File: src/rtl/bbc_pkg.sv
`default_nettype none
// ----------------------------------------------------------------------------
// bbc_pkg
// Shared types and constants of the bracket balance checker: character
// codes, the character class decoded from a text byte and the step command
// that drives the checker state.
// ----------------------------------------------------------------------------
package bbc_pkg;

  localparam int unsigned BRACKET_DEPTH_DEF = 64;
  localparam int unsigned PAREN_DEPTH_DEF   = 64;

  localparam logic [7:0] CH_NEWLINE      = 8'h0A;
  localparam logic [7:0] CH_PAREN_OPEN   = 8'h28;
  localparam logic [7:0] CH_PAREN_CLOSE  = 8'h29;
  localparam logic [7:0] CH_SQUARE_OPEN  = 8'h5B;
  localparam logic [7:0] CH_SQUARE_CLOSE = 8'h5D;
  localparam logic [7:0] CH_BRACE_OPEN   = 8'h7B;
  localparam logic [7:0] CH_BRACE_CLOSE  = 8'h7D;

  // Stack entry kinds.
  localparam logic KIND_SQUARE = 1'b1;
  localparam logic KIND_BRACE  = 1'b0;

  typedef enum logic [2:0] {
    CLS_OTHER,
    CLS_NEWLINE,
    CLS_PAREN_OPEN,
    CLS_PAREN_CLOSE,
    CLS_SQUARE_OPEN,
    CLS_SQUARE_CLOSE,
    CLS_BRACE_OPEN,
    CLS_BRACE_CLOSE
  } char_class_e;

  // One state update: en marks a transfer leaving the input register,
  // eos marks the end of the text.
  typedef struct packed {
    logic        en;
    logic        eos;
    char_class_e cls;
  } step_t;

endpackage : bbc_pkg
`default_nettype wire

File: src/rtl/bbc_state.sv
`default_nettype none
// ----------------------------------------------------------------------------
// bbc_state
// Checker state: open parenthesis count, kind stack of square brackets and
// braces held as a shift line, first-line flag and sticky error.
// ----------------------------------------------------------------------------
module bbc_state #(
  parameter int unsigned BracketDepth = bbc_pkg::BRACKET_DEPTH_DEF,
  parameter int unsigned ParenDepth   = bbc_pkg::PAREN_DEPTH_DEF
) (
  input  logic           clk_i,
  input  logic           rst_ni,
  input  bbc_pkg::step_t step_i,
  output logic           verdict_o
);
  import bbc_pkg::*;

  localparam int unsigned PW = $clog2(ParenDepth + 1);
  localparam int unsigned BW = $clog2(BracketDepth + 1);

  logic [PW-1:0]           paren_q, paren_d;
  logic [BW-1:0]           depth_q, depth_d;
  logic                    first_q, first_d;
  logic                    err_q, err_d;
  logic [BracketDepth-1:0] stack_q, stack_push, stack_pop;
  logic                    push, pop, kind;
  logic                    paren_full, stack_full, stack_match;

  assign paren_full = (paren_q == PW'(ParenDepth));
  assign stack_full = (depth_q == BW'(BracketDepth));

  // The top of the stack is always entry 0.
  assign kind = (step_i.cls == CLS_SQUARE_OPEN || step_i.cls == CLS_SQUARE_CLOSE) ?
                KIND_SQUARE : KIND_BRACE;
  assign stack_match = !first_q && (depth_q != '0) && (stack_q[0] == kind);

  for (genvar i = 0; i < BracketDepth; i++) begin : g_stack
    if (i == 0) begin : g_top
      assign stack_push[i] = kind;
    end else begin : g_below
      assign stack_push[i] = stack_q[i-1];
    end
    if (i == BracketDepth - 1) begin : g_bottom
      assign stack_pop[i] = stack_q[i];
    end else begin : g_above
      assign stack_pop[i] = stack_q[i+1];
    end
  end

  always_comb begin
    paren_d = paren_q;
    depth_d = depth_q;
    first_d = first_q;
    err_d   = err_q;
    push    = 1'b0;
    pop     = 1'b0;
    if (step_i.en && step_i.eos) begin
      paren_d = '0;
      depth_d = '0;
      first_d = 1'b1;
      err_d   = 1'b0;
    end else if (step_i.en) begin
      unique case (step_i.cls)
        CLS_NEWLINE: begin
          if (paren_q != '0) err_d = 1'b1;
          paren_d = '0;
          first_d = 1'b0;
        end
        CLS_PAREN_OPEN: begin
          if (paren_full) err_d = 1'b1;
          else paren_d = paren_q + PW'(1);
        end
        CLS_PAREN_CLOSE: begin
          if (paren_q == '0) err_d = 1'b1;
          else paren_d = paren_q - PW'(1);
        end
        CLS_SQUARE_OPEN, CLS_BRACE_OPEN: begin
          if (stack_full) begin
            err_d = 1'b1;
          end else begin
            push    = 1'b1;
            depth_d = depth_q + BW'(1);
          end
        end
        CLS_SQUARE_CLOSE, CLS_BRACE_CLOSE: begin
          if (!stack_match) begin
            err_d = 1'b1;
          end else begin
            pop     = 1'b1;
            depth_d = depth_q - BW'(1);
          end
        end
        default: begin
        end
      endcase
    end
  end

  assign verdict_o = !err_q && (paren_q == '0) && (depth_q == '0);

  always_ff @(posedge clk_i or negedge rst_ni) begin
    if (!rst_ni) begin
      paren_q <= '0;
      depth_q <= '0;
      first_q <= 1'b1;
      err_q   <= 1'b0;
    end else begin
      paren_q <= paren_d;
      depth_q <= depth_d;
      first_q <= first_d;
      err_q   <= err_d;
    end
  end

  always_ff @(posedge clk_i) begin
    if (push) begin
      stack_q <= stack_push;
    end else if (pop) begin
      stack_q <= stack_pop;
    end
  end

endmodule : bbc_state
`default_nettype wire

File: config.mk
export PLATFORM = sky130hd
export DESIGN_NAME = bbc_state
export DESIGN_NICKNAME = d
export VERILOG_FILES = /design/src/rtl/bbc_pkg.sv /design/src/rtl/bbc_state.sv
export SDC_FILE = /design/constraint.sdc
export NUM_CORES = 1
export LEC_CHECK = 0
export BUFFER_PORTS_ARGS = -buffer_cell sky130_fd_sc_hd__buf_2
export CAP_MARGIN = 20
export CORE_MARGIN = 1.5
export CORE_UTILIZATION = 30
export CTS_BUF_LIST = sky130_fd_sc_hd__clkbuf_4 sky130_fd_sc_hd__clkbuf_8
export CTS_CLUSTER_DIAMETER = 150
export DETAILED_ROUTE_END_ITERATION = 10
export MAX_ROUTING_LAYER = met4
export PLACE_DENSITY = 0.47
export SYNTH_ARGS = -nofsm -noshare
export SYNTH_HDL_FRONTEND = slang
export SYNTH_SLANG_ARGS = --single-unit
File: constraint.sdc
create_clock -name clk_i -period 6.6 [get_ports clk_i]
set_input_delay 0.99 -clock clk_i [delete_from_list [all_inputs] [get_ports clk_i]]
set_output_delay 0.99 -clock clk_i [all_outputs]
set_load 0.02 [all_outputs]
Word-level counts from Yosys, hierarchy flattened
Cells that the tools add are included.
{ "op_classes": {"muxes": 32, "add_sub_neg": 4, "reduce_logical": 24, "eq_ne": 19} }
{ "op_table": {"columns": ["operator", "n"], "rows": [
  ["2-to-1 mux 64 bit", 1],
  ["2-to-1 mux 63 bit", 1],
  ["2-to-1 mux 7 bit", 8],
  ["inequality test 3 bit (second input constant)", 9],
  ["case mux 7 bit (3 select lines)", 1],
  ["2-to-1 mux 1 bit", 19],
  ["adder 7 x 1 -> 7 bit (second input constant)", 2],
  ["equality test 7 bit (second input constant)", 2],
  ["zero test 7 bit", 2],
  ["case mux 7 bit (2 select lines)", 1],
  ["nonzero test 7 bit", 2],
  ["subtractor 7 x 1 -> 7 bit (second input constant)", 2],
  ["equality test 3 bit (second input constant)", 4],
  ["AND reduction 4 bit", 2],
  ["AND reduction 7 bit", 1],
  ["equality test 3 x 2 -> 1 bit (second input constant)", 2],
  ["nonzero test 2 bit", 3],
  ["nonzero test 6 bit", 1],
  ["logical AND 1 bit", 5],
  ["case mux 1 bit (5 select lines)", 1],
  ["nonzero test 4 bit", 1],
  ["OR reduction 2 bit", 2],
  ["equality test 3 x 1 -> 1 bit (second input constant)", 1],
  ["nonzero test 3 bit", 1],
  ["4 further kinds", 5]
]} }
{ "word_totals": {"reg_bits": 80, "output_inout_bits": 1, "in_bits": 7, "wordCells": 85} }

Logic depth before layout (Yosys ltp)
Gate-level depths: netlist of run 1.
{ "depth": {"word_depth": 11, "mapped_depth": 10, "depth_no_buf": 9} }

Worst setup path after synthesis of run 1
No wires, ideal clock.
{ "synth_path": {"path_kind": "in2reg", "from": "input port step_i[0] (netlist bit)", "to": "register stack_q[0], enable pin", "slack_ps": 3101, "t_arrival_ps": 3096, "setup_ps": 403, "cell_stages": 5, "n_path_buf": 1, "required_time_ps": 6197, "path_cell_list": "clkbuf_1 nand2_1 or3_1 a2bb2oi_2 nor2b_4"} }
{ "synth_between": {"elab_chain_cells": 10} }
{ "synth_rtl": {"columns": ["element", "line", "rtl"], "rows": [
  ["start: declaration", "bbc_state.sv:13", "input bbc_pkg::step_t step_i,"],
  ["equality test 3 bit", "bbc_state.sv:33, bbc_state.sv:63", null],
  ["logical OR 1 bit", "bbc_state.sv:33", "assign kind = (step_i.cls == CLS_SQUARE_OPEN || step_i.cls == CLS_SQUARE_CLOSE) ?"],
  ["2-to-1 mux 1 bit", "bbc_state.sv:33", null],
  ["equality test 1 bit", "bbc_state.sv:35", "assign stack_match = !first_q && (depth_q != '0) && (stack_q[0] == kind);"],
  ["logical AND 1 bit", "bbc_state.sv:35", null],
  ["2-to-1 mux 1 bit", "bbc_state.sv:86", "if (!stack_match) begin"],
  ["2-to-1 mux 1 bit", "bbc_state.sv:63", "unique case (step_i.cls)"],
  ["2-to-1 mux 1 bit", "bbc_state.sv:62", "end else if (step_i.en) begin"],
  ["2-to-1 mux 1 bit", "bbc_state.sv:57", "if (step_i.en && step_i.eos) begin"],
  ["nonzero test 2 bit (no source line) *", null, null],
  ["end signal: assignment", "bbc_state.sv:117", "stack_q <= stack_push;"],
  ["end signal: assignment", "bbc_state.sv:119", "stack_q <= stack_pop;"],
  ["end: declaration", "bbc_state.sv:25", "logic [BracketDepth-1:0] stack_q, stack_push, stack_pop;"]
]} }
Mark *: on every way between the ends. The rest lies on a longest branch, timed or not.
A chain may end at the register's enable or synchronous reset.

Final worst setup path of run 1
{ "layout_path": {"from": "register depth_q[0]", "to": "output port verdict_o"} }
{ "layout_between": {"elab_chain_cells": 2} }
{ "layout_rtl": {"columns": ["element", "line", "rtl"], "rows": [
  ["start: declaration", "bbc_state.sv:22", "logic [BW-1:0] depth_q, depth_d;"],
  ["start signal: assignment", "bbc_state.sv:109", "depth_q <= depth_d;"],
  ["zero test 7 bit", "bbc_state.sv:99", "assign verdict_o = !err_q && (paren_q == '0) && (depth_q == '0);"],
  ["logical AND 1 bit", "bbc_state.sv:99", null],
  ["end: declaration", "bbc_state.sv:14", "output logic verdict_o"]
]} }
No other way between the ends.

==> flow_summary.yaml, run 1 <==
status:
  status: "completed"
pwr:
  swShare_pct: 26.9
  power_uw: 1110
  pwr-share-comb_pct: 16.8
  p_int_uw: 814
  pwr-share-clk_pct: 28.3
  max-vdd-ir-drop_mv: 0.0939
  switchingPower_uw: 299
  power_density_nw_per_um2: 249
  seq_power_share_pct: 54.9
  leakagePower_uw: 0.00161
sta:
  period_needed_ns: 3.35
  final.setup.tns_ns: 0
  fmax_mhz: 299
  maxSlewHeadroom_pct: 28.7
  setup_viol: 0
  clock-skew-final_ns: 0.00871
  hold_viol_final: 0
  rsz0062_at_grt: "false"
  finalCritPeriodShare_pct: 50.7
  drv_slew: 0
  fin_ws_ns: 3.25
  tightest_slew_ns: 1.07
logic_synthesis:
  synth_most_common_cell: "edfxtp_1"
  synth_cell_type_count: 49
  synth.net_count: 299
  ys_top_cells_by_area: "edfxtp_1, mux2_4, dfrtp_1"
  ys.flop_type: "edfxtp_1"
  ys_ff_latch: 80
  synth_common_cells: "edfxtp_1, mux2_4, mux2_2"
  syn_area_per_cell_um2: 14.6
  synth_top_area_share_pct: 46.6
  synth_async_sr_flop_share_pct: 20.0
  synth_edf_count: 64
  synth_seq_area_share_pct: 56.3
  synth_area_um2: 4130
  syn_inst: 283
  yosys_warnings: 0
  yosysTopAreaCell: "edfxtp_1"
detailed_routing:
  wl_per_cell_um: 13.9
  ant_nets: 0
  via_count: 2201
  dr.first_iter.drc_count: 107
  drt-total-wl_um: 6580
  dr.pass1.iters: 4
  drc: 0
  avgViaCountPerCell: 4.66
setup_path:
  rrSetupSlack_ns: 3.80
  crit_chain: "or4_4 -> or4_4 -> nor4_1 -> buf_2"
  critPathKind: "reg2out"
  cpPeakStageDelay_ns: 0.57
  reg2reg_from: "stack_q[0]"
  startpoint_type: "register"
  slowest_stage: "or4_4"
  crit_buf_inv: 1
  timing.rr.end: "stack_q[19]"
  worstSetupEndpointType: "primary output"
  cp_top_family: "simple AND/OR/NAND/NOR gates"
  cp_common_cell: "or4_4"
  rr_worst_depth: 5
  cp.arrival_ns: 2.36
  critPathRequiredTime_ns: 5.61
  crit_fanout: 4
place:
  dp_slack_ns: 2.86
  port_buffers: 7
  place_congestion: 0.736
  dpl.hpwl_um: 4140
  dp.cells: 456
global_route:
  grt_pass1_wl_um: 11500
  grt_max_degree: 40
  antenna_found_initial: 0
  grt_pass1_vias: 2251
  overflow: 0
  track_usage_pct: 10.5
cts:
  cts_hold_buf: 0
  cts_tree: "yes"
  clk_latency_ns: 0.36
  numCtsBuffers: 9
  clk_pin_slew_ns: 0.08
  cts_sinks: 80
  cts_resized: 0
  clockBufferDepth: 2
  htree_levels: 3
  postCtsSetupBuffers: 0
  cts_root_buf: "clkbuf_8"
worst_hold_path:
  min_from: "first_q"
  hold_end: "first_q"
  min_path_cells: 2
  hold_class: "reg2reg"
die:
  fp-row-count: 42
  die_h_um: 120
  initial_core_util_pct: 30.9
  io-pin-count: 8
  die_area_um2: 14500
  die_width_um: 120
  core_um2: 13300
job:
  cap_violations: 0
layout:
  final_cells: 472
  drive_above_1_share_pct: 33.4
  synthToLayoutAreaGrowth_pct: 8.22
  antenna_cells: 0
  layout.nets: 307
[metrics by stage]
step                cell area (um2)  util, %  hold slack (ns)
floorplan                      4130        -            0.447
CTS                            4460     33.4            0.489
global placement               4300     32.2            0.467
finish                         4460     33.4            0.486
detailed placement             4300     32.2            0.475
global route                   4460     33.4            0.504
[per-layer routing]
metal	track usage, %	up-vias	part of all wire (%)
met4	6.40	0	2.9
met5	-	-	0
met3	2.12	13	2.4
li1	-	1090	-
met2	14.2	22	43
met1	14.4	1076	51
[worst reg2reg max path, cell delays in order, from the launching register on]
cell and delay (ns):
edfxtp_1 0.42, xnor2_1 0.14, or3_1 0.32, a2bb2oi_2 0.25, nor2b_4 0.72, buf_4 0.57
[cell families after synthesis]
| group | Yosys count | share of synthesized area [%] |
|---|---|---|
| and+or+nand+nor | 64 | 8.64 |
| buffers and inverters | 19 | 3.09 |
| DFF | 80 | 56.3 |
| muxes | 63 | 20.5 |
| adders and majority gates | 9 | 2.91 |
| AOI/OAI and AO/OA | 41 | 7.07 |
| xor gates and xnor gates | 7 | 1.49 |
[how the worst max path moves through the flow]
stage          slack (ns)  depth (start not counted)       start          end
2_1_floorplan        3.10                          5   step_i[0]   stack_q[0]
3_3_place_gp         2.85                          6   step_i[2]  stack_q[16]
3_5_place_dp         2.86                          6   step_i[2]   stack_q[4]
4_1_cts              3.23                          4  depth_q[0]    verdict_o
5_1_grt              3.09                          6   step_i[2]  stack_q[16]
6_report             3.25                          4  depth_q[0]    verdict_o
[power groups by stage]
| stage | logic [uW] | clock network [uW] | registers (uW) |
|---|---|---|---|
| 6_report | 186 | 315 | 611 |
| 5_1_grt | 210 | 351 | 616 |
| 4_1_cts | 190 | 331 | 611 |
| 3_5_place_dp | 189 | 0 | 622 |
| 3_3_place_gp | 185 | 0 | 622 |
| 2_1_floorplan | 157 | 0 | 612 |
[placed cells by master, fill, tap and decap left out, types with 4 or more instances in the layout]
master,instances
nor2_1,10
o21ai_0,15
nor3_1,5
buf_2,7
ha_1,8
mux2_2,27
clkbuf_8,9
mux2_4,36
xnor2_1,5
nand2_1,18
a21oi_1,6
inv_1,7
nand3_1,4
dfrtp_1,15
edfxtp_1,64
o31ai_1,4
[sequential cells by signal, summed over array words and instances (netlist names)]
signal and count:
stack_q 64, depth_q 7, paren_q 7, err_q 1, first_q 1
[layout make-up]
class | instances | area, um2
Fill cell | 1327 | 8880
Sequential cell | 80 | 2320
Multi-Input combinational cell | 184 | 1680
Tap cell | 176 | 220
Clock buffer | 11 | 139
Timing Repair Buffer | 9 | 50.0
Inverter | 7 | 26.3
Clock inverter | 5 | 23.8
(Power assumes the default switching activity.)
==> run 2: changes to the inputs <==
- clock period: 6.6 -> 3.3 ns (I/O delays scaled with it)
==> run 2 against run 1 <==
Power is 110% higher. Routed wire length is 1.3% higher. Sequential share of layout area fell by 1.1 points. Via count grew 1.8%. Design area up 2.2%. Clock power increased by 130%. Critical endpoint unchanged. Clock skew up 0.0049 ns. Die area did not move. Combinational power is 110% higher. Sequential cell count unchanged.
==> flow_summary.yaml, run 2 (synthesized netlist as in run 1, its figures left out) <==
status:
  status: "completed"
cts:
  clk_latency_ns: 0.36
  cts_hold_buf: 0
  cts_sinks: 80
  cts_root_buf: "clkbuf_8"
  numCtsBuffers: 9
  postCtsSetupBuffers: 0
  cts_resized: 0
  clockBufferDepth: 2
  htree_levels: 3
  cts_tree: "yes"
  clk_pin_slew_ns: 0.08
sta:
  maxSlewHeadroom_pct: 60.6
  final.setup.tns_ns: 0
  hold_viol_final: 0
  period_needed_ns: 2.79
  drv_slew: 0
  fmax_mhz: 359
  tightest_slew_ns: 0.590
  finalCritPeriodShare_pct: 84.5
  rsz0062_at_grt: "false"
  setup_viol: 0
  clock-skew-final_ns: 0.0136
  fin_ws_ns: 0.511
detailed_routing:
  wl_per_cell_um: 14.0
  via_count: 2241
  drt-total-wl_um: 6670
  dr.first_iter.drc_count: 106
  drc: 0
  avgViaCountPerCell: 4.72
  dr.pass1.iters: 4
  ant_nets: 0
setup_path:
  crit_fanout: 4
  critPathKind: "reg2out"
  critPathRequiredTime_ns: 2.80
  cp.arrival_ns: 2.29
  worstSetupEndpointType: "primary output"
  startpoint_type: "register"
global_route:
  grt_pass1_vias: 2355
  track_usage_pct: 10.6
  grt_max_degree: 67
  antenna_found_initial: 0
  grt_pass1_wl_um: 11700
  overflow: 0
pwr:
  swShare_pct: 26.0
  power_density_nw_per_um2: 508
  pwr-share-comb_pct: 16.6
  p_int_uw: 1720
  leakagePower_uw: 0.00165
  switchingPower_uw: 601
  seq_power_share_pct: 52.8
  pwr-share-clk_pct: 30.6
  max-vdd-ir-drop_mv: 0.179
layout:
  ff_latch_area_um2: 2320
  antenna_cells: 0
  synthToLayoutAreaGrowth_pct: 10.6
  reg_top3: "stack_q: 64 flops, depth_q: 7 flops, paren_q: 7 flops"
  layout.nets: 310
  fillers: 1314
  stdcell_area_um2: 4560
  largest_register_ffs: 64
  final_common_cell: "edfxtp_1"
  drive_above_1_share_pct: 34.4
  multiInputGateArea_um2: 1680
  final_cell_mix: "edfxtp_1, mux2_4, mux2_2, nand2_1"
  top_register: "stack_q"
die:
  core_um2: 13300
  die_h_um: 120
  io-pin-count: 8
  fp-row-count: 42
  die_area_um2: 14500
  die_width_um: 120
  initial_core_util_pct: 30.9
job:
  cap_violations: 0
place:
  dpl.hpwl_um: 4190
  dp_slack_ns: 0.669
  port_buffers: 7
  place_congestion: 0.765
  place_area_um2: 4370
worst_hold_path:
  hold_class: "in2async"
run 2: path summary, 6_finish.rpt:
kind                            start         end  slack (ns)  depth (start not counted)
max                        depth_q[0]   verdict_o        0.51                          4
min                            rst_ni  paren_q[5]        0.05                          1
max reg2reg                paren_q[2]  paren_q[3]        0.96                          5
min reg2reg                     err_q       err_q        0.48                          2
max in group asynchronous      rst_ni     first_q        2.92                          1
min in group clk_i          step_i[2]       err_q        0.48                          3
run 2: stage by stage:
stage / total power, uW / std cells / utilization [%] / hold slack (ns)
finish: 2320 / 475 / 34.2 / 0.0514
global route: 2450 / 475 / 34.2 / 0.0617
CTS: 2350 / 475 / 34.2 / 0.0401
floorplan: 1540 / 283 / - / 0.199
detailed placement: 1630 / 459 / 32.8 / 0.452
global placement: 1630 / 459 / 32.8 / 0.456
run 2: power by group through the flow:
stage,logic [uW],registers (uW),clock network (uW)
finish,385,1220,709
global route,438,1230,784
CTS,390,1220,740
detailed placement,387,1240,0
global placement,385,1240,0
floorplan,313,1220,0
run 2: area by class of cell:
cell class / count / area share (%)
Clock inverter: 5 / 1.04
Tap cell: 176 / 4.83
Sequential cell: 80 / 50.9
Inverter: 7 / 0.576
Timing Repair Buffer: 12 / 2.69
Clock buffer: 11 / 3.05
Multi-Input combinational cell: 184 / 36.9
run 2: worst max-delay path, stage by stage (launching register included):
cell and delay [ns]:
dfrtp_1 0.43, or4_4 0.57, or4_4 0.45, nor4_1 0.26
buf_2 0.22
run 2: routing by layer:
metal	share of wire [%]	up-vias	global-route usage (%)
met5	0	-	-
met4	1.7	0	4.26
met3	3.5	11	3.68
met2	43	22	14.8
met1	52	1112	14.0
li1	-	1096	-
